File: config.mk
export PLATFORM = sky130hd
export DESIGN_NAME = lookup3_string_bucket_hash
export DESIGN_NICKNAME = d
export VERILOG_FILES = /design/src/sv/lsbh_pkg.sv /design/src/sv/lsbh_div.sv /design/src/sv/lsbh_dp.sv /design/src/sv/lsbh_ctrl.sv /design/src/sv/lookup3_string_bucket_hash.sv
export SDC_FILE = /design/constraint.sdc
export NUM_CORES = 2
export LEC_CHECK = 0
export BUFFER_PORTS_ARGS = -buffer_cell sky130_fd_sc_hd__buf_2
export CORE_MARGIN = 1.5
export CORE_UTILIZATION = 45
export DETAILED_ROUTE_END_ITERATION = 12
export PLACE_DENSITY = 0.66
export SLEW_MARGIN = 20
export SYNTH_ARGS = -nofsm -noshare
export SYNTH_HDL_FRONTEND = slang
export SYNTH_HIERARCHICAL = 1
export SYNTH_SLANG_ARGS = --single-unit
File: constraint.sdc
create_clock -name clk_i -period 5.55 [get_ports clk_i]
set_input_delay 0.555 -clock clk_i [delete_from_list [all_inputs] [get_ports clk_i]]
set_output_delay 0.555 -clock clk_i [all_outputs]
set_load 0.05 [all_outputs]
File: src/sv/lsbh_pkg.sv
// Shared types and constants for the lookup3 string bucket hash.
package lsbh_pkg;

  localparam int unsigned MAX_KEY_BYTES_DEF = 32'd65535;
  localparam logic [31:0] SEED_BASE = 32'hdeadbeef;
  localparam logic [31:0] INIT_VALUE = 32'd42;
  localparam logic [31:0] SEED_INIT = SEED_BASE + INIT_VALUE;
  localparam logic [31:0] TABLE_SIZE_RESET = 32'd1024;

  localparam int WORD_W = 32;
  localparam int LEN_W = 16;
  localparam int POS_W = 4;
  localparam int ROUND_W = 3;

  // last byte index inside a 12-byte block
  localparam logic [POS_W-1:0] POS_LAST = 4'd11;
  localparam logic [ROUND_W-1:0] MIX_LAST_ROUND = 3'd5;
  localparam logic [ROUND_W-1:0] FIN_LAST_ROUND = 3'd6;

  typedef struct packed {
    logic               load;       // item accepted this cycle
    logic               mix;        // one mix row
    logic               fin;        // one final row
    logic [ROUND_W-1:0] round;
    logic               div_start;
    logic               put;        // load the output register
  } cmd_t;

  typedef struct packed {
    logic ignore;   // no key in progress and no first flag
    logic empty;    // first item with zero length
    logic early;    // last flag before the declared end
    logic done;     // item completes the key
    logic full;     // item fills a block that is not the last
    logic div_busy;
    logic div_done;
  } status_t;

endpackage

File: src/sv/lsbh_div.sv
// Restoring divider, one quotient bit per cycle, remainder only.
module lsbh_div
  import lsbh_pkg::*;
(
  input  logic              clk_i,
  input  logic              rst_ni,
  input  logic              start_i,
  input  logic [WORD_W-1:0] dividend_i,
  input  logic [WORD_W-1:0] divisor_i,
  output logic              busy_o,
  output logic              done_o,
  output logic [WORD_W-1:0] rem_o
);

  localparam int CNT_W = $clog2(WORD_W);

  logic [WORD_W-1:0] dvd_q, dvd_d;
  logic [WORD_W-1:0] rem_q, rem_d;
  logic [CNT_W-1:0]  cnt_q, cnt_d;
  logic              busy_q, busy_d;
  logic              done_q, done_d;
  logic [WORD_W:0]   shifted;

  // A zero divisor never restores, so the remainder ends as the dividend.
  always_comb begin
    shifted = {rem_q, dvd_q[WORD_W-1]};
    dvd_d   = dvd_q;
    rem_d   = rem_q;
    cnt_d   = cnt_q;
    busy_d  = busy_q;
    done_d  = 1'b0;
    if (start_i) begin
      dvd_d  = dividend_i;
      rem_d  = '0;
      cnt_d  = '0;
      busy_d = 1'b1;
    end else if (busy_q) begin
      dvd_d = {dvd_q[WORD_W-2:0], 1'b0};
      if (shifted >= {1'b0, divisor_i}) begin
        rem_d = WORD_W'(shifted - {1'b0, divisor_i});
      end else begin
        rem_d = shifted[WORD_W-1:0];
      end
      cnt_d = cnt_q + 1'b1;
      if (cnt_q == CNT_W'(WORD_W - 1)) begin
        busy_d = 1'b0;
        done_d = 1'b1;
      end
    end
  end

  always_ff @(posedge clk_i or negedge rst_ni) begin
    if (!rst_ni) begin
      cnt_q  <= '0;
      busy_q <= 1'b0;
      done_q <= 1'b0;
    end else begin
      cnt_q  <= cnt_d;
      busy_q <= busy_d;
      done_q <= done_d;
    end
  end

  always_ff @(posedge clk_i) begin
    dvd_q <= dvd_d;
    rem_q <= rem_d;
  end

  assign busy_o = busy_q;
  assign done_o = done_q;
  assign rem_o  = rem_q;

endmodule

File: src/sv/lsbh_dp.sv
// Datapath: hash words, byte absorb, mix/final rows, bucket divider, result register.
module lsbh_dp
  import lsbh_pkg::*;
#(
  parameter int unsigned MAX_KEY_BYTES = MAX_KEY_BYTES_DEF
) (
  input  logic              clk_i,
  input  logic              rst_ni,
  input  cmd_t              cmd_i,
  output status_t           status_o,
  input  logic [7:0]        key_byte_i,
  input  logic              is_first_i,
  input  logic              is_last_i,
  input  logic [LEN_W-1:0]  key_length_i,
  input  logic              cfg_we_i,
  input  logic [WORD_W-1:0] cfg_wdata_i,
  output logic [WORD_W-1:0] bucket_o,
  output logic [WORD_W-1:0] raw_hash_o,
  output logic              length_error_o
);

  function automatic logic [WORD_W-1:0] rotl(input logic [WORD_W-1:0] x, input int k);
    return (x << k) | (x >> (WORD_W - k));
  endfunction

  logic [WORD_W-1:0] a_q, a_d, b_q, b_d, c_q, c_d;
  logic [LEN_W-1:0]  bl_q, bl_d;
  logic [POS_W-1:0]  pos_q, pos_d;
  logic              err_q, err_d;
  logic              early_q, early_d;
  logic [WORD_W-1:0] table_size_q;
  logic [WORD_W-1:0] bucket_q, raw_q;
  logic              lerr_q;

  logic [LEN_W-1:0]  len_sat, bl_eff;
  logic [POS_W-1:0]  pos_eff, pos_nxt;
  logic [WORD_W-1:0] init, base_a, base_b, base_c, add;
  logic              ignore, empty, early, done, full;
  logic              div_busy, div_done;
  logic [WORD_W-1:0] div_rem;

  always_comb begin
    len_sat = key_length_i;
    if (32'(key_length_i) > MAX_KEY_BYTES) begin
      len_sat = MAX_KEY_BYTES[LEN_W-1:0];
    end
    init    = SEED_INIT + 32'(len_sat);
    bl_eff  = is_first_i ? len_sat : bl_q;
    pos_eff = is_first_i ? '0 : pos_q;
    base_a  = is_first_i ? init : a_q;
    base_b  = is_first_i ? init : b_q;
    base_c  = is_first_i ? init : c_q;
    pos_nxt = pos_eff + 1'b1;
    add     = 32'(key_byte_i) << {pos_eff[1:0], 3'b000};

    ignore = !is_first_i && (bl_q == '0);
    empty  = is_first_i && (len_sat == '0);
    early  = !empty && is_last_i && (bl_eff > 16'd1);
    done   = !empty && !early && (bl_eff == 16'd1);
    full   = !empty && !early && !done && (pos_eff == POS_LAST);
  end

  always_comb begin
    a_d     = a_q;
    b_d     = b_q;
    c_d     = c_q;
    bl_d    = bl_q;
    pos_d   = pos_q;
    err_d   = err_q;
    early_d = early_q;
    if (cmd_i.load && !ignore) begin
      a_d = base_a;
      b_d = base_b;
      c_d = base_c;
      if (empty) begin
        bl_d    = '0;
        pos_d   = '0;
        err_d   = !is_last_i;
        early_d = 1'b0;
      end else if (early) begin
        bl_d    = '0;
        pos_d   = '0;
        err_d   = 1'b1;
        early_d = 1'b1;
      end else begin
        case (pos_eff[3:2])
          2'd0:    a_d = base_a + add;
          2'd1:    b_d = base_b + add;
          default: c_d = base_c + add;
        endcase
        bl_d    = bl_eff - 1'b1;
        pos_d   = (done || full) ? '0 : pos_nxt;
        err_d   = !is_last_i;
        early_d = 1'b0;
      end
    end else if (cmd_i.mix) begin
      case (cmd_i.round)
        3'd0: begin a_d = (a_q - c_q) ^ rotl(c_q, 4);  c_d = c_q + b_q; end
        3'd1: begin b_d = (b_q - a_q) ^ rotl(a_q, 6);  a_d = a_q + c_q; end
        3'd2: begin c_d = (c_q - b_q) ^ rotl(b_q, 8);  b_d = b_q + a_q; end
        3'd3: begin a_d = (a_q - c_q) ^ rotl(c_q, 16); c_d = c_q + b_q; end
        3'd4: begin b_d = (b_q - a_q) ^ rotl(a_q, 19); a_d = a_q + c_q; end
        default: begin c_d = (c_q - b_q) ^ rotl(b_q, 4); b_d = b_q + a_q; end
      endcase
    end else if (cmd_i.fin) begin
      case (cmd_i.round)
        3'd0: c_d = (c_q ^ b_q) - rotl(b_q, 14);
        3'd1: a_d = (a_q ^ c_q) - rotl(c_q, 11);
        3'd2: b_d = (b_q ^ a_q) - rotl(a_q, 25);
        3'd3: c_d = (c_q ^ b_q) - rotl(b_q, 16);
        3'd4: a_d = (a_q ^ c_q) - rotl(c_q, 4);
        3'd5: b_d = (b_q ^ a_q) - rotl(a_q, 14);
        default: c_d = (c_q ^ b_q) - rotl(b_q, 24);
      endcase
    end
  end

  always_ff @(posedge clk_i or negedge rst_ni) begin
    if (!rst_ni) begin
      a_q          <= '0;
      b_q          <= '0;
      c_q          <= '0;
      bl_q         <= '0;
      pos_q        <= '0;
      err_q        <= 1'b0;
      early_q      <= 1'b0;
      table_size_q <= TABLE_SIZE_RESET;
    end else begin
      a_q     <= a_d;
      b_q     <= b_d;
      c_q     <= c_d;
      bl_q    <= bl_d;
      pos_q   <= pos_d;
      err_q   <= err_d;
      early_q <= early_d;
      if (cfg_we_i) begin
        table_size_q <= cfg_wdata_i;
      end
    end
  end

  lsbh_div u_div (
    .clk_i      (clk_i),
    .rst_ni     (rst_ni),
    .start_i    (cmd_i.div_start),
    .dividend_i (c_q),
    .divisor_i  (table_size_q),
    .busy_o     (div_busy),
    .done_o     (div_done),
    .rem_o      (div_rem)
  );

  // an early last flag reports zeros
  always_ff @(posedge clk_i) begin
    if (cmd_i.put) begin
      bucket_q <= early_q ? '0 : div_rem;
      raw_q    <= early_q ? '0 : c_q;
      lerr_q   <= err_q;
    end
  end

  assign status_o = '{ignore: ignore, empty: empty, early: early, done: done,
                      full: full, div_busy: div_busy, div_done: div_done};

  assign bucket_o       = bucket_q;
  assign raw_hash_o     = raw_q;
  assign length_error_o = lerr_q;

endmodule

File: src/sv/lsbh_ctrl.sv
// Controller: sequences absorb, mix rounds, final rounds, bucket divide and result hand-off.
module lsbh_ctrl
  import lsbh_pkg::*;
(
  input  logic    clk_i,
  input  logic    rst_ni,
  input  logic    in_valid_i,
  output logic    in_ready_o,
  output logic    out_valid_o,
  input  logic    out_ready_i,
  input  status_t status_i,
  output cmd_t    cmd_o
);

  typedef enum logic [2:0] {
    S_IDLE,
    S_MIX,
    S_FIN,
    S_DIVGO,
    S_DIV,
    S_PUT
  } state_e;

  state_e             state_q, state_d;
  logic [ROUND_W-1:0] round_q, round_d;
  logic               out_valid_q, out_valid_d;
  logic               out_free;

  assign out_free = !out_valid_q || out_ready_i;

  always_comb begin
    state_d     = state_q;
    round_d     = round_q;
    out_valid_d = out_valid_q && !out_ready_i;
    cmd_o       = '0;
    cmd_o.round = round_q;
    case (state_q)
      S_IDLE: begin
        cmd_o.load = in_valid_i;
        round_d    = '0;
        if (in_valid_i && !status_i.ignore) begin
          if (status_i.empty) begin
            state_d = S_DIVGO;
          end else if (status_i.early) begin
            state_d = S_PUT;
          end else if (status_i.done) begin
            state_d = S_FIN;
          end else if (status_i.full) begin
            state_d = S_MIX;
          end
        end
      end
      S_MIX: begin
        cmd_o.mix = 1'b1;
        round_d   = round_q + 1'b1;
        if (round_q == MIX_LAST_ROUND) begin
          state_d = S_IDLE;
        end
      end
      S_FIN: begin
        cmd_o.fin = 1'b1;
        round_d   = round_q + 1'b1;
        if (round_q == FIN_LAST_ROUND) begin
          state_d = S_DIVGO;
        end
      end
      S_DIVGO: begin
        cmd_o.div_start = 1'b1;
        state_d         = S_DIV;
      end
      S_DIV: begin
        if (status_i.div_done) begin
          state_d = S_PUT;
        end
      end
      S_PUT: begin
        if (out_free) begin
          cmd_o.put   = 1'b1;
          out_valid_d = 1'b1;
          state_d     = S_IDLE;
        end
      end
      default: begin
        state_d = S_IDLE;
      end
    endcase
  end

  always_ff @(posedge clk_i or negedge rst_ni) begin
    if (!rst_ni) begin
      state_q     <= S_IDLE;
      round_q     <= '0;
      out_valid_q <= 1'b0;
    end else begin
      state_q     <= state_d;
      round_q     <= round_d;
      out_valid_q <= out_valid_d;
    end
  end

  assign in_ready_o  = (state_q == S_IDLE);
  assign out_valid_o = out_valid_q;

endmodule

File: src/sv/lookup3_string_bucket_hash.sv
// Top level: streaming lookup3 string hash with bucket reduction.
//
//   channel | handshake                 | payload
//   in      | in_valid_i / in_ready_o   | key_byte_i, is_first_i, is_last_i, key_length_i
//   out     | out_valid_o / out_ready_i | bucket_o, raw_hash_o, length_error_o
//   cfg     | cfg_we_i                  | cfg_wdata_i (table size)
//
// A byte item is taken while in_ready_o is high; a byte that closes a 12-byte block that
// is not the last is followed by 6 mix rows, one row per cycle.
// The closing byte is followed by 7 final rows, a divider start, the divider's
// 32 remainder bits and its done flag, then a load into the output register.
// An empty key skips the final rows; an early last flag goes straight out.
// Reset clears the words, counters and handshakes and sets the table size
// to 1024. A result waiting on out_ready_i holds the next key at its end.
module lookup3_string_bucket_hash
  import lsbh_pkg::*;
#(
  parameter int unsigned MAX_KEY_BYTES = MAX_KEY_BYTES_DEF
) (
  input  logic              clk_i,
  input  logic              rst_ni,
  input  logic              in_valid_i,
  output logic              in_ready_o,
  input  logic [7:0]        key_byte_i,
  input  logic              is_first_i,
  input  logic              is_last_i,
  input  logic [LEN_W-1:0]  key_length_i,
  output logic              out_valid_o,
  input  logic              out_ready_i,
  output logic [WORD_W-1:0] bucket_o,
  output logic [WORD_W-1:0] raw_hash_o,
  output logic              length_error_o,
  input  logic              cfg_we_i,
  input  logic [WORD_W-1:0] cfg_wdata_i
);

  cmd_t    cmd;
  status_t status;

  lsbh_ctrl u_ctrl (
    .clk_i       (clk_i),
    .rst_ni      (rst_ni),
    .in_valid_i  (in_valid_i),
    .in_ready_o  (in_ready_o),
    .out_valid_o (out_valid_o),
    .out_ready_i (out_ready_i),
    .status_i    (status),
    .cmd_o       (cmd)
  );

  lsbh_dp #(
    .MAX_KEY_BYTES (MAX_KEY_BYTES)
  ) u_dp (
    .clk_i          (clk_i),
    .rst_ni         (rst_ni),
    .cmd_i          (cmd),
    .status_o       (status),
    .key_byte_i     (key_byte_i),
    .is_first_i     (is_first_i),
    .is_last_i      (is_last_i),
    .key_length_i   (key_length_i),
    .cfg_we_i       (cfg_we_i),
    .cfg_wdata_i    (cfg_wdata_i),
    .bucket_o       (bucket_o),
    .raw_hash_o     (raw_hash_o),
    .length_error_o (length_error_o)
  );

`ifndef SYNTH
  // no item is taken while the divider runs
  assert property (@(posedge clk_i) disable iff (!rst_ni)
    status.div_busy |-> !in_ready_o)
    else $error("item accepted during bucket divide");

  // a remainder never exceeds its dividend
  assert property (@(posedge clk_i) disable iff (!rst_ni)
    out_valid_o |-> (bucket_o <= raw_hash_o))
    else $error("bucket larger than raw hash");

  // mix rows, final rows and divide starts never overlap an accept
  assert property (@(posedge clk_i) disable iff (!rst_ni)
    in_ready_o |-> (!cmd.mix && !cmd.fin && !cmd.div_start))
    else $error("round command while ready");

  // a divide start is followed by a busy divider
  assert property (@(posedge clk_i) disable iff (!rst_ni)
    cmd.div_start |=> status.div_busy)
    else $error("divider did not start");
`endif

endmodule

==> results.sh <==
export IMPL_cp_start_kind="flop"
export IMPL_area_growth_pct=11.08
export IMPL_grtUsageMet3=0.1703
export IMPL_path_class="reg -> reg"
export IMPL_antenna_found_initial=24
export IMPL_cts_tree="done"
export IMPL_vias=44750
export IMPL_grt_max_degree=113
export IMPL_drtIter0Drc=6927
export IMPL_drc=0
export IMPL_cts_resized=0
export IMPL_ctsHoldBuffers=0
export IMPL_synth_cells=5289
export IMPL_maxCapViolations=0
export IMPL_syn_area_um2=39750
export IMPL_dr_pass1_iters=9
export IMPL_fin_crit_ns=5.406
export IMPL_rows=108
export IMPL_path_common_cell="buf_4"
export IMPL_die_height_um=300.2
export IMPL_period_share=0.9740
export IMPL_cpPeakStageDelay_ns=0.64
export IMPL_postCtsSetupRepairBufs=0
export IMPL_vias_per_cell=6.728
export IMPL_fin_tns_setup_ns=0
export IMPL_final_area_um2=44160
export IMPL_hpwl_um=168100
export IMPL_grt_remaining_overflow=0
export IMPL_die_area_um2=90140
export IMPL_fill_cells=8782
export IMPL_ant_nets=0
export IMPL_cts_inserted_buffers=38
export IMPL_postSynthAreaPerCell_um2=7.516
export IMPL_maxSlewViolCount=0
export IMPL_grt_pass1_vias=40530
export IMPL_path_cells="buf_4, nor3_2, buf_4, a221oi_1, ha_1, a21oi_1, o21ai_1, a2111oi_0, buf_4, a2111oi_0, buf_4, a2111oi_2, o21ai_1, a21oi_1, o21bai_1, xor2_1, nor3_1, a211oi_1"
export IMPL_gr_usage_all_layers=0.4549
export IMPL_rsz0062_at_grt="false"
export IMPL_relSlewSlack=0.1738
export IMPL_cts_root_buf="clkbuf_16"
export IMPL_ys_warnings_count=6
export IMPL_finalSetupViolations=0
export IMPL_crit_fanout=33
export IMPL_gp_congestion=1.115
export IMPL_routed_wl_um=211700
export IMPL_tightest_slew_ns=1.235
export IMPL_clock_sinks=293
export IMPL_fmax_mhz=185.0
export IMPL_setup_worst_path_end_class="flop"
export IMPL_start_util=0.4561
export IMPL_use_met2=0.6296
export IMPL_crit_arrival_ns=5.90
export IMPL_status="complete, but fails checks"
export IMPL_fp_dieW_um=300.2
export IMPL_core_um2=87160
export IMPL_syn_nets=5779
export IMPL_hp_class="in -> async"
export IMPL_finalHoldViolations=18
export IMPL_clk_path_buf_depth=3
export IMPL_failed_checks="hold timing"
export IMPL_crit_required_ns=6.05
export IMPL_ioPinCount=130
export IMPL_clkTransAtPathRegs_ns=0.07
export IMPL_fin_nets=5945
export IMPL_busiest_layer="met2"
export IMPL_htreeDepth=2
export IMPL_clk_latency_ns=0.63
export IMPL_slowest_stage="a2111oi_0"
export IMPL_placed_area_um2=42860
export IMPL_grtUsageMet1=0.5826
export IMPL_whs_ns=-0.09943
export IMPL_drive_gt1_frac=0.1191
export IMPL_finalClockSkew_ns=0.03538
export IMPL_avgRoutedWirePerCell_um=31.83
export IMPL_io_buffers=129
export IMPL_grt_pass1_wl_um=296100
==> layout make-up <==
cell class              count  area (um2)  share of cell area
multi-input cells        4412       29870              0.6765
well taps                1155        1445             0.03273
diodes                     11       27.53           0.0006234
repair buffers            395        2704             0.06123
clock inverters            19       197.7            0.004477
inverters                 315        1182             0.02678
flip-flops and latches    293        7660              0.1735
clock buffers              51        1070             0.02423
==> flip-flops by register name, summed over array words and instances (netlist names), 3 cells and up <==
name,count
u_dp/a_q,32
u_dp/c_q,32
u_dp/bl_q,16
u_dp/u_div/rem_o,32
u_dp/table_size_q,32
u_ctrl/state_q,3
u_ctrl/round_q,3
u_dp/pos_q,4
u_dp/u_div/cnt_q,5
u_dp/u_div/dvd_q,32
u_dp/b_q,32
u_dp/bucket_o,32
u_dp/raw_hash_o,32
==> critical path: cells and delay by family (launching register included) <==
kind / cells / cell delay (ns)
AO/OA/AOI/OAI: 10 / 2.32
buffers and inverters: 4 / 1.12
AND/OR/NAND/NOR: 2 / 0.78
flip-flops: 1 / 0.46
adder cells (fa/ha/maj): 1 / 0.41
XOR/XNOR: 1 / 0.15
==> metal layers <==
| layer | wire length (um) | up-vias |
|---|---|---|
| met5 | 86 | - |
| met4 | 17970 | 12 |
| met3 | 30550 | 784 |
| met2 | 82290 | 3137 |
| met1 | 80830 | 21180 |
| li1 | - | 19630 |
==> placed cells by master (no fill, tap or decap), types with 44 or more instances in the layout <==
cell / count
buf_4: 263
o21a_1: 55
nand2_1: 361
a221oi_1: 50
a21o_1: 140
a31oi_1: 52
o21bai_1: 51
mux2_2: 67
and2_1: 44
ha_1: 414
nor2b_1: 92
a21oi_1: 587
o31ai_1: 51
nand2b_1: 50
o211ai_1: 60
nand3_1: 86
xnor2_1: 301
o21ai_0: 316
xor2_1: 100
o22ai_1: 61
nor3_1: 114
inv_1: 293
buf_2: 127
edfxtp_1: 97
nor2_1: 582
o21ai_1: 62
a211oi_1: 112
dfrtp_1: 162
mux2i_1: 72
==> final timing paths <==
kind / from / endpoint / slack [ns] / cells past startpoint
setup / recovery: u_ctrl/round_q[1]$_DFFE_PN0P_ / u_dp/c_q[27]$_DFFE_PN0P_ / 0.14 / 18
hold / removal: rst_ni / u_dp/a_q[5]$_DFFE_PN0P_ / -0.1 / 1
setup reg to reg: u_ctrl/round_q[1]$_DFFE_PN0P_ / u_dp/c_q[27]$_DFFE_PN0P_ / 0.14 / 18
hold reg to reg: u_dp/err_q$_DFFE_PN0P_ / u_dp/length_error_o$_DFFE_PP_ / 0.46 / 0
max in group asynchronous: rst_ni / u_dp/bl_q[0]$_DFFE_PN0P_ / 4.26 / 2
min in group clk_i: is_last_i / u_dp/err_q$_DFFE_PN0P_ / 0.16 / 2
==> per-stage QoR <==
| step | utilization | hold WS (ns) | setup WS [ns] | instances |
|---|---|---|---|---|
| after floorplan | - | 0.2594 | 0.6098 | 5289 |
| after global placement | 0.4917 | 0.4366 | 0.3063 | 6569 |
| after detailed placement | 0.4917 | 0.4481 | 0.3348 | 6569 |
| after CTS | 0.5062 | 0.03181 | 0.2674 | 6639 |
| after global routing | 0.5063 | 0.00008060 | 0.09237 | 6641 |
| final | 0.5066 | -0.09943 | 0.1443 | 6651 |
Power is left out: the tool's default activity adds up to more than one toggle a clock period on the data nets, which glitch-free logic cannot reach.
